[src/rtl/core/integer_to_ascii_formatter_top_defines.svh]
// ----------------------------------------------------------------------------
// Assertion macros for the integer to ASCII formatter
// Concurrent checks that are compiled out when ASSERT_OFF is defined.
// ----------------------------------------------------------------------------
`ifndef INTEGER_TO_ASCII_FORMATTER_TOP_DEFINES_SVH
`define INTEGER_TO_ASCII_FORMATTER_TOP_DEFINES_SVH
`ifndef ASSERT_OFF
`define ITOA_ASSERT(lbl, clk, rst_n, prop, msg) \
  lbl: assert property (@(posedge clk) disable iff (!rst_n) prop) else $error(msg);
`define ITOA_ASSERT_NEVER(lbl, clk, rst_n, cond, msg) \
  lbl: assert property (@(posedge clk) disable iff (!rst_n) !(cond)) else $error(msg);
`else
`define ITOA_ASSERT(lbl, clk, rst_n, prop, msg)
`define ITOA_ASSERT_NEVER(lbl, clk, rst_n, cond, msg)
`endif
`endif

[src/rtl/core/itoa_pkg.sv]
`timescale 1ns / 1ps
// ----------------------------------------------------------------------------
// Integer to ASCII formatter package
// Beat types, mode codes, controller states and character helpers.
// ----------------------------------------------------------------------------
package itoa_pkg;

  localparam int PtrBits = 64;
  localparam logic [63:0] PtrMask =
    (PtrBits >= 64) ? {64{1'b1}} : ((64'd1 << PtrBits) - 64'd1);

  localparam int DecBits   = 32;
  localparam int StepWidth = $clog2(DecBits);
  localparam int BcdDigits = 10;
  localparam int BcdBits   = 4 * BcdDigits;
  localparam int NumNibs   = 16;
  localparam int PosWidth  = $clog2(NumNibs);

  localparam logic [30:0] TotalMax = {31{1'b1}};

  localparam logic [7:0] CharMinus = 8'h2D;
  localparam logic [7:0] CharZero  = 8'h30;
  localparam logic [7:0] CharX     = 8'h78;
  localparam logic [7:0] CharLowA  = 8'h61;
  localparam logic [7:0] CharUpA   = 8'h41;

  typedef enum logic [2:0] {
    MODE_SDEC = 3'd0,
    MODE_UDEC = 3'd1,
    MODE_PTR  = 3'd2,
    MODE_HEXL = 3'd3,
    MODE_HEXU = 3'd4
  } mode_e;

  typedef enum logic [1:0] {
    SEL_MINUS,
    SEL_ZERO,
    SEL_X,
    SEL_DIGIT
  } char_sel_e;

  typedef enum logic [2:0] {
    ST_IDLE,
    ST_CONV,
    ST_LEAD,
    ST_MINUS,
    ST_PFX0,
    ST_PFXX,
    ST_DIGITS
  } state_e;

  typedef struct packed {
    logic [2:0]  mode;
    logic [63:0] operand_value;
  } in_beat_t;

  typedef struct packed {
    logic [7:0]  out_char;
    logic        last_char;
    logic [30:0] count_after;
  } out_beat_t;

  typedef struct packed {
    logic      load;
    logic      conv_step;
    logic      lead;
    logic      emit;
    char_sel_e sel;
    logic      last;
  } cmd_t;

  typedef struct packed {
    logic is_ptr;
    logic neg;
    logic step_last;
    logic pos_zero;
    logic out_free;
  } sts_t;

  function automatic logic [7:0] digit_char(input logic [3:0] nib, input logic upper);
    logic [7:0] base;
    base = upper ? CharUpA : CharLowA;
    if (nib < 4'd10) begin
      digit_char = CharZero + {4'd0, nib};
    end else begin
      digit_char = base + {4'd0, nib - 4'd10};
    end
  endfunction

endpackage

[src/rtl/core/itoa_ctrl.sv]
`timescale 1ns / 1ps
// ----------------------------------------------------------------------------
// Integer to ASCII formatter controller
// Sequences loading, decimal conversion, leading digit search and emission.
// ----------------------------------------------------------------------------
module itoa_ctrl (
  input  logic            clk_i,
  input  logic            rst_ni,
  input  logic            in_valid_i,
  input  logic [2:0]      mode_i,
  output logic            in_ready_o,
  input  itoa_pkg::sts_t  sts_i,
  output itoa_pkg::cmd_t  cmd_o
);

  itoa_pkg::state_e state_q, state_d;

  always_ff @(posedge clk_i or negedge rst_ni) begin
    if (!rst_ni) begin
      state_q <= itoa_pkg::ST_IDLE;
    end else begin
      state_q <= state_d;
    end
  end

  always_comb begin
    state_d = state_q;
    unique case (state_q)
      itoa_pkg::ST_IDLE: begin
        if (in_valid_i) begin
          unique case (mode_i) inside
            itoa_pkg::MODE_SDEC, itoa_pkg::MODE_UDEC: state_d = itoa_pkg::ST_CONV;
            itoa_pkg::MODE_PTR, itoa_pkg::MODE_HEXL, itoa_pkg::MODE_HEXU:
              state_d = itoa_pkg::ST_LEAD;
            default: state_d = itoa_pkg::ST_IDLE;
          endcase
        end
      end
      itoa_pkg::ST_CONV: begin
        if (sts_i.step_last) state_d = itoa_pkg::ST_LEAD;
      end
      itoa_pkg::ST_LEAD: begin
        if (sts_i.neg) begin
          state_d = itoa_pkg::ST_MINUS;
        end else if (sts_i.is_ptr) begin
          state_d = itoa_pkg::ST_PFX0;
        end else begin
          state_d = itoa_pkg::ST_DIGITS;
        end
      end
      itoa_pkg::ST_MINUS: begin
        if (sts_i.out_free) state_d = itoa_pkg::ST_DIGITS;
      end
      itoa_pkg::ST_PFX0: begin
        if (sts_i.out_free) state_d = itoa_pkg::ST_PFXX;
      end
      itoa_pkg::ST_PFXX: begin
        if (sts_i.out_free) state_d = itoa_pkg::ST_DIGITS;
      end
      itoa_pkg::ST_DIGITS: begin
        if (sts_i.out_free && sts_i.pos_zero) state_d = itoa_pkg::ST_IDLE;
      end
      default: state_d = itoa_pkg::ST_IDLE;
    endcase
  end

  always_comb begin
    in_ready_o      = 1'b0;
    cmd_o           = '0;
    cmd_o.sel       = itoa_pkg::SEL_DIGIT;
    unique case (state_q)
      itoa_pkg::ST_IDLE: begin
        in_ready_o = 1'b1;
        cmd_o.load = in_valid_i;
      end
      itoa_pkg::ST_CONV: cmd_o.conv_step = 1'b1;
      itoa_pkg::ST_LEAD: cmd_o.lead = 1'b1;
      itoa_pkg::ST_MINUS: begin
        cmd_o.emit = sts_i.out_free;
        cmd_o.sel  = itoa_pkg::SEL_MINUS;
      end
      itoa_pkg::ST_PFX0: begin
        cmd_o.emit = sts_i.out_free;
        cmd_o.sel  = itoa_pkg::SEL_ZERO;
      end
      itoa_pkg::ST_PFXX: begin
        cmd_o.emit = sts_i.out_free;
        cmd_o.sel  = itoa_pkg::SEL_X;
      end
      itoa_pkg::ST_DIGITS: begin
        cmd_o.emit = sts_i.out_free;
        cmd_o.sel  = itoa_pkg::SEL_DIGIT;
        cmd_o.last = sts_i.pos_zero;
      end
      default: begin
        in_ready_o = 1'b0;
      end
    endcase
  end

endmodule

[src/rtl/core/itoa_dp.sv]
`timescale 1ns / 1ps
// ----------------------------------------------------------------------------
// Integer to ASCII formatter datapath
// Shift-add-3 decimal conversion, digit register, output stage and total.
// ----------------------------------------------------------------------------
module itoa_dp (
  input  logic                clk_i,
  input  logic                rst_ni,
  input  itoa_pkg::in_beat_t  in_data_i,
  input  itoa_pkg::cmd_t      cmd_i,
  output itoa_pkg::sts_t      sts_o,
  input  logic                out_ready_i,
  output logic                out_valid_o,
  output itoa_pkg::out_beat_t out_data_o
);

  logic [2:0]                      mode_q, mode_d;
  logic                            neg_q, neg_d;
  logic [itoa_pkg::DecBits-1:0]    bin_q, bin_d;
  logic [4*itoa_pkg::NumNibs-1:0]  dig_q, dig_d;
  logic [itoa_pkg::StepWidth-1:0]  step_q, step_d;
  logic [itoa_pkg::PosWidth-1:0]   pos_q, pos_d;
  logic                            out_valid_q, out_valid_d;
  itoa_pkg::out_beat_t             out_data_q, out_data_d;
  logic [30:0]                     total_q, total_d;

  logic [31:0]                     low;
  logic                            low_neg;
  logic [itoa_pkg::BcdBits-1:0]    bcd_adj;
  logic [itoa_pkg::PosWidth-1:0]   lead_pos;
  logic [3:0]                      cur_nib;
  logic [7:0]                      cur_char;
  logic [30:0]                     total_inc;
  logic                            out_free;

  assign low      = in_data_i.operand_value[31:0];
  assign low_neg  = (in_data_i.mode == itoa_pkg::MODE_SDEC) && low[31];
  assign out_free = !out_valid_q || out_ready_i;
  assign cur_nib  = dig_q[{pos_q, 2'b00} +: 4];
  assign total_inc = (total_q == itoa_pkg::TotalMax) ? total_q : total_q + 31'd1;

  always_comb begin
    for (int i = 0; i < itoa_pkg::BcdDigits; i++) begin
      bcd_adj[4*i +: 4] = (dig_q[4*i +: 4] >= 4'd5) ? dig_q[4*i +: 4] + 4'd3
                                                   : dig_q[4*i +: 4];
    end
  end

  always_comb begin
    lead_pos = '0;
    for (int i = 0; i < itoa_pkg::NumNibs; i++) begin
      if (dig_q[4*i +: 4] != 4'd0) lead_pos = itoa_pkg::PosWidth'(i);
    end
  end

  always_comb begin
    case (cmd_i.sel)
      itoa_pkg::SEL_MINUS: cur_char = itoa_pkg::CharMinus;
      itoa_pkg::SEL_ZERO:  cur_char = itoa_pkg::CharZero;
      itoa_pkg::SEL_X:     cur_char = itoa_pkg::CharX;
      default: cur_char = itoa_pkg::digit_char(cur_nib, mode_q == itoa_pkg::MODE_HEXU);
    endcase
  end

  always_comb begin
    mode_d      = mode_q;
    neg_d       = neg_q;
    bin_d       = bin_q;
    dig_d       = dig_q;
    step_d      = step_q;
    pos_d       = pos_q;
    out_valid_d = out_valid_q;
    out_data_d  = out_data_q;
    total_d     = total_q;

    if (cmd_i.load) begin
      mode_d = in_data_i.mode;
      neg_d  = low_neg;
      step_d = '0;
      bin_d  = low_neg ? (~low + 32'd1) : low;
      if (in_data_i.mode == itoa_pkg::MODE_PTR) begin
        dig_d = in_data_i.operand_value & itoa_pkg::PtrMask;
      end else if (in_data_i.mode == itoa_pkg::MODE_SDEC ||
                   in_data_i.mode == itoa_pkg::MODE_UDEC) begin
        dig_d = '0;
      end else begin
        dig_d = {32'd0, low};
      end
    end

    if (cmd_i.conv_step) begin
      dig_d  = {{(4*itoa_pkg::NumNibs-itoa_pkg::BcdBits){1'b0}},
                bcd_adj[itoa_pkg::BcdBits-2:0], bin_q[itoa_pkg::DecBits-1]};
      bin_d  = {bin_q[itoa_pkg::DecBits-2:0], 1'b0};
      step_d = step_q + 1'b1;
    end

    if (cmd_i.lead) begin
      pos_d = lead_pos;
    end

    if (cmd_i.emit) begin
      out_valid_d            = 1'b1;
      out_data_d.out_char    = cur_char;
      out_data_d.last_char   = cmd_i.last;
      out_data_d.count_after = total_inc;
      total_d                = total_inc;
      if (cmd_i.sel == itoa_pkg::SEL_DIGIT) pos_d = pos_q - 1'b1;
    end else if (out_ready_i) begin
      out_valid_d = 1'b0;
    end
  end

  always_ff @(posedge clk_i or negedge rst_ni) begin
    if (!rst_ni) begin
      out_valid_q <= 1'b0;
      total_q     <= '0;
    end else begin
      out_valid_q <= out_valid_d;
      total_q     <= total_d;
    end
  end

  always_ff @(posedge clk_i) begin
    mode_q     <= mode_d;
    neg_q      <= neg_d;
    bin_q      <= bin_d;
    dig_q      <= dig_d;
    step_q     <= step_d;
    pos_q      <= pos_d;
    out_data_q <= out_data_d;
  end

  assign sts_o.is_ptr    = (mode_q == itoa_pkg::MODE_PTR);
  assign sts_o.neg       = neg_q;
  assign sts_o.step_last = (step_q == itoa_pkg::StepWidth'(itoa_pkg::DecBits - 1));
  assign sts_o.pos_zero  = (pos_q == '0);
  assign sts_o.out_free  = out_free;

  assign out_valid_o = out_valid_q;
  assign out_data_o  = out_data_q;

endmodule

[src/rtl/core/integer_to_ascii_formatter_top.sv]
`timescale 1ns / 1ps
// ----------------------------------------------------------------------------
// Integer to ASCII formatter
// Formats one number per input beat as ASCII text, one character per output
// beat, most significant character first, with the final character flagged.
// The input beat carries a mode and a 64-bit operand; the output beat carries
// the character, the last flag and a saturating running character count.
// Decimal modes run a 32-step shift-add-3 conversion before the first
// character appears; hex modes skip the conversion. Characters then leave
// one per cycle while the receiver is ready, from a single output register.
// A new input beat is taken as soon as the last character sits in the output
// register, even while it waits to be taken. Undefined modes are accepted
// and produce no output. When the receiver stalls, the pending character is
// held and emission pauses. Reset empties the output register, returns the
// controller to idle and clears the running count.
// ----------------------------------------------------------------------------
`include "integer_to_ascii_formatter_top_defines.svh"

module integer_to_ascii_formatter_top (
  input  logic                clk_i,
  input  logic                rst_ni,
  input  logic                in_valid_i,
  output logic                in_ready_o,
  input  itoa_pkg::in_beat_t  in_data_i,
  output logic                out_valid_o,
  input  logic                out_ready_i,
  output itoa_pkg::out_beat_t out_data_o
);

  itoa_pkg::cmd_t cmd;
  itoa_pkg::sts_t sts;

  itoa_ctrl u_ctrl (
    .clk_i      (clk_i),
    .rst_ni     (rst_ni),
    .in_valid_i (in_valid_i),
    .mode_i     (in_data_i.mode),
    .in_ready_o (in_ready_o),
    .sts_i      (sts),
    .cmd_o      (cmd)
  );

  itoa_dp u_dp (
    .clk_i       (clk_i),
    .rst_ni      (rst_ni),
    .in_data_i   (in_data_i),
    .cmd_i       (cmd),
    .sts_o       (sts),
    .out_ready_i (out_ready_i),
    .out_valid_o (out_valid_o),
    .out_data_o  (out_data_o)
  );

  `ITOA_ASSERT(a_emit_needs_room, clk_i, rst_ni, cmd.emit |-> sts.out_free, "Output is full.")
  `ITOA_ASSERT(a_emit_shows_beat, clk_i, rst_ni, cmd.emit |=> out_valid_o, "Beat not shown.")
  `ITOA_ASSERT_NEVER(a_ready_while_emit, clk_i, rst_ni, in_ready_o && cmd.emit, "Ready in emit.")

endmodule
[config.mk]
export PLATFORM = sky130hd
export DESIGN_NAME = integer_to_ascii_formatter_top
export DESIGN_NICKNAME = d
export VERILOG_FILES = /design/src/rtl/core/itoa_pkg.sv /design/src/rtl/core/itoa_ctrl.sv /design/src/rtl/core/itoa_dp.sv /design/src/rtl/core/integer_to_ascii_formatter_top.sv
export VERILOG_INCLUDE_DIRS = /design/src /design/src/rtl/core
export SDC_FILE = /design/constraint.sdc
export NUM_CORES = 1
export LEC_CHECK = 0
export BUFFER_PORTS_ARGS = -buffer_cell sky130_fd_sc_hd__buf_2
export CAP_MARGIN = 30
export CORE_MARGIN = 3
export CORE_UTILIZATION = 64
export CTS_CLUSTER_SIZE = 40
export DETAILED_ROUTE_END_ITERATION = 16
export PLACE_DENSITY_LB_ADDON = 0.25
export SLEW_MARGIN = 40
export SYNTH_ARGS = -nofsm -noshare
export SYNTH_HDL_FRONTEND = slang
export SYNTH_SLANG_ARGS = --single-unit
[constraint.sdc]
create_clock -name clk_i -period 10.44 [get_ports clk_i]
set_input_delay 3.132 -clock clk_i [delete_from_list [all_inputs] [get_ports clk_i]]
set_output_delay 3.132 -clock clk_i [all_outputs]
set_load 0.01 [all_outputs]
==> metrics <==
GRT Util Overall 0.2518; Worst EP arrival 5.54 ns; post-synth top area share 0.3500; Clock Sink Count around 180; post-synthesis compound-gate area fraction 0.1218; Synth Flop Type edfxtp_1; final net count 1,165; most frequent cells in the layout edfxtp_1 (119), buf_2 (110), nand2_1 (88); CTS Buf Count 17; Clock Latency Late Sink 0.44 ns; Remaining Overflow, GRT 0; htree depth 4; largest family of logic cells by synthesized area simple AND/OR/NAND/NOR gates; Max stage delay on crit path just under 0.8 ns; relative slew slack 0.4696; drt first pass iters 5; maximum vdd ir drop 0.0001406 V; ys async rst share 0.1913; largest net degree at the start of global routing 77; Syn Area/Cell roughly 11 µm²; Buffers on Ports ~110; worst min-delay path startpoint u_dp.bin_q[0]$_SDFFE_PP0P_; Via density 6.004; core area 0.01543 mm²; Internal Dissipation 1.812 mW; Reg-to-Reg Start u_ctrl.state_q[0]$_DFFE_PN0P_; DIE AREA 0.01750 mm²; Post-CTS Setup Repair Bufs 0; sequential power share 0.439; area grow syn2layout 11.83%; die extent in y ~130 µm; R2R depth 7; DRC viols 0; Switching Share 0.3695; Critical Path Sink Type flip-flop; M1 wire length roughly 8900 µm; fin crit period 5.381 ns; CTS resizes 0; PD cells 251.7 mW/mm²; mux cell area share after synthesis 0.04890; Final setup violation count 0; area leader, netlist edfxtp_1; Routed met2 length around 11,000 µm; Hold-fix buffers, CTS 0; r2r endpoint u_dp.bin_q[2]$_DFFE_PP_; Post-synth EDFFs 119; die width around 130 µm; Tcrit/Tclk final 0.5154; std cell rows 45; Synth Area in Adders 0.03799; antenna violations before repair 0; worst clock skew 0.007315 ns; critical path's slowest cell or3b_1; Synth Net Count 1,074; metal3 WL roughly 1300 µm; Fin. Hold Viols 0; post-synthesis sequential area ratio 0.4926; Worst-Margin Slew about 0.8 ns; layout cells sized above 1 0.1775; CTS max path bufs 2; outcome completed; Final ANT Viol Nets 0; first-pass GRT wire length 35,470 µm; RSZ-0062 raised after global routing false; kind of critical path in2reg; Post-Synth Simple-Gate Area 0.1729; I/O pin count 113; final core area utilization 0.7401; synthesized instance count 972; hold-critical path depth 2; critical path peak fanout 34; DP Wirelength 15,290 µm; max cap viols 0; clock share of power 0.201; internal reg-to-reg setup slack 7.30 ns; Routed wire per std cell 16.85 µm; root buf cell clkbuf_16; worst min path class reg2reg; Yosys reg bits 183; via count 7,727; register clock-pin slew on the reported worst setup and hold paths ~0.06 ns; FMAX 185.8 MHz; top cells by area, synth edfxtp_1 (35%), dfrtp_1 (8.6%), xnor2_1 (6.2%), dfxtp_1 (5.7%), o21ai_0 (4.0%); commonest non-fill, non-tap cell in the layout edfxtp_1; Ys Warns 0; Unique masters post-synth 70; iteration-0 DRC count of the detailed router between 700 and 800; diode count 0; Initial Util 0.6618; CP Launch Type primary input; vias in the first global route 7,285; CP Cell Sequence buf_2 -> or2_2 -> or3b_1 -> inv_1 -> o21ai_0 -> xor2_1 -> o21ai_0; max layer used met4; Max Slew Vio Count 0; Gate power share 0.360; most used cell, CP o21ai_0; Synth Area in XOR/XNOR 0.09265; sw power 1.062 mW; routed wire length 21,680 µm; Setup TNS 0 ns; required time of the critical path 10.60 ns; worst min-delay path endpoint u_dp.bin_q[0]$_SDFFE_PP0P_; Cell Area, Synth 0.01021 mm²; GPL Wtd Cong 0.8381; CTS tree yes; leakage power approximately 4.5 nW
sequential cells by signal (all words and copies together) (netlist names):
| name | cells |
|---|---|
| u_dp.dig_q | 64 |
| u_dp.out_data_o | 39 |
| u_dp.bin_q | 32 |
| u_dp.total_q | 31 |
| u_dp.step_q | 5 |
| u_dp.pos_q | 4 |
| u_ctrl.state_q | 3 |
| u_dp.mode_q | 3 |
| u_dp.neg_q | 1 |
| u_dp.out_valid_o | 1 |
cell families (layout without fill, tap and decap cells):
kind of cell | after synthesis | after routing
xor gates and xnor gates | 108 | 108
other | 1 | 1
buffers and inverters | 82 | 186
AOI/OAI and AO/OA | 205 | 205
DFF | 183 | 183
and+or+nand+nor | 333 | 333
adders and majority gates | 31 | 31
muxes | 29 | 29
stage by stage:
step                std cells  worst slack, ns  hold slack (ns)  total power, mW  area [µm²]
floorplan                 972            4.805           0.4366            2.004       10210
global route             1287            4.917           0.4894            3.056       11420
global placement         1255            4.631           0.4457            2.260       10880
detailed placement       1255            4.612           0.4602            2.298       10890
finish                   1287            5.059           0.4697            2.873       11420
CTS                      1287            5.115           0.4694            2.875       11410
worst max-delay path by stage:
stage / start / endpoint / slack, ns / depth (start not counted)
finish: in_data_i[65] / u_dp.bin_q[5]$_DFFE_PP_ / 5.06 / 7
global route: in_data_i[65] / u_dp.bin_q[11]$_DFFE_PP_ / 4.92 / 7
CTS: in_data_i[65] / u_dp.bin_q[5]$_DFFE_PP_ / 5.12 / 7
detailed placement: in_data_i[65] / u_dp.bin_q[5]$_DFFE_PP_ / 4.61 / 7
global placement: in_valid_i / u_dp.bin_q[5]$_DFFE_PP_ / 4.63 / 7
floorplan: in_valid_i / u_dp.bin_q[10]$_DFFE_PP_ / 4.81 / 5
layout make-up:
type	count	area [µm²]
sequential	183	5030
multi-input combinational	707	4851
fill	1113	4010
timing repair buffer	117	606.8
clock buffer	19	442.9
tap	211	264.0
inverter	37	138.9
clock inverter	13	83.83
power by group through the flow:
stage | combinational [mW] | clock (mW) | sequential [mW]
floorplan | 0.772 | 0 | 1.23
global placement | 0.996 | 0 | 1.26
detailed placement | 1.03 | 0 | 1.27
CTS | 1.03 | 0.583 | 1.26
global route | 1.15 | 0.616 | 1.29
finish | 1.03 | 0.578 | 1.26
synth_stat cells, types with 23 or more instances:
master,number
edfxtp_1,119
nand2_1,90
o21ai_0,82
xnor2_1,72
nor2_1,63
nand3_1,56
a21oi_1,54
xor2_1,36
dfrtp_1,35
inv_1,35
clkbuf_1,33
ha_1,31
dfxtp_1,29
a22o_1,23
metal layers:
metal	global-route usage	vias up
li1	-	3723
met1	0.3195	3690
met2	0.4227	263
met3	0.05229	51
met4	0.1074	0
met5	0	-
worst max-delay path: cells and delay by family:
| kind | cells | cell delay (ns) |
|---|---|---|
| AO/OA/AOI/OAI | 2 | 0.30 |
| buffers and inverters | 2 | 0.60 |
| XOR/XNOR | 1 | 0.16 |
| AND/OR/NAND/NOR | 2 | 1.33 |
(Power assumes the default switching activity.)
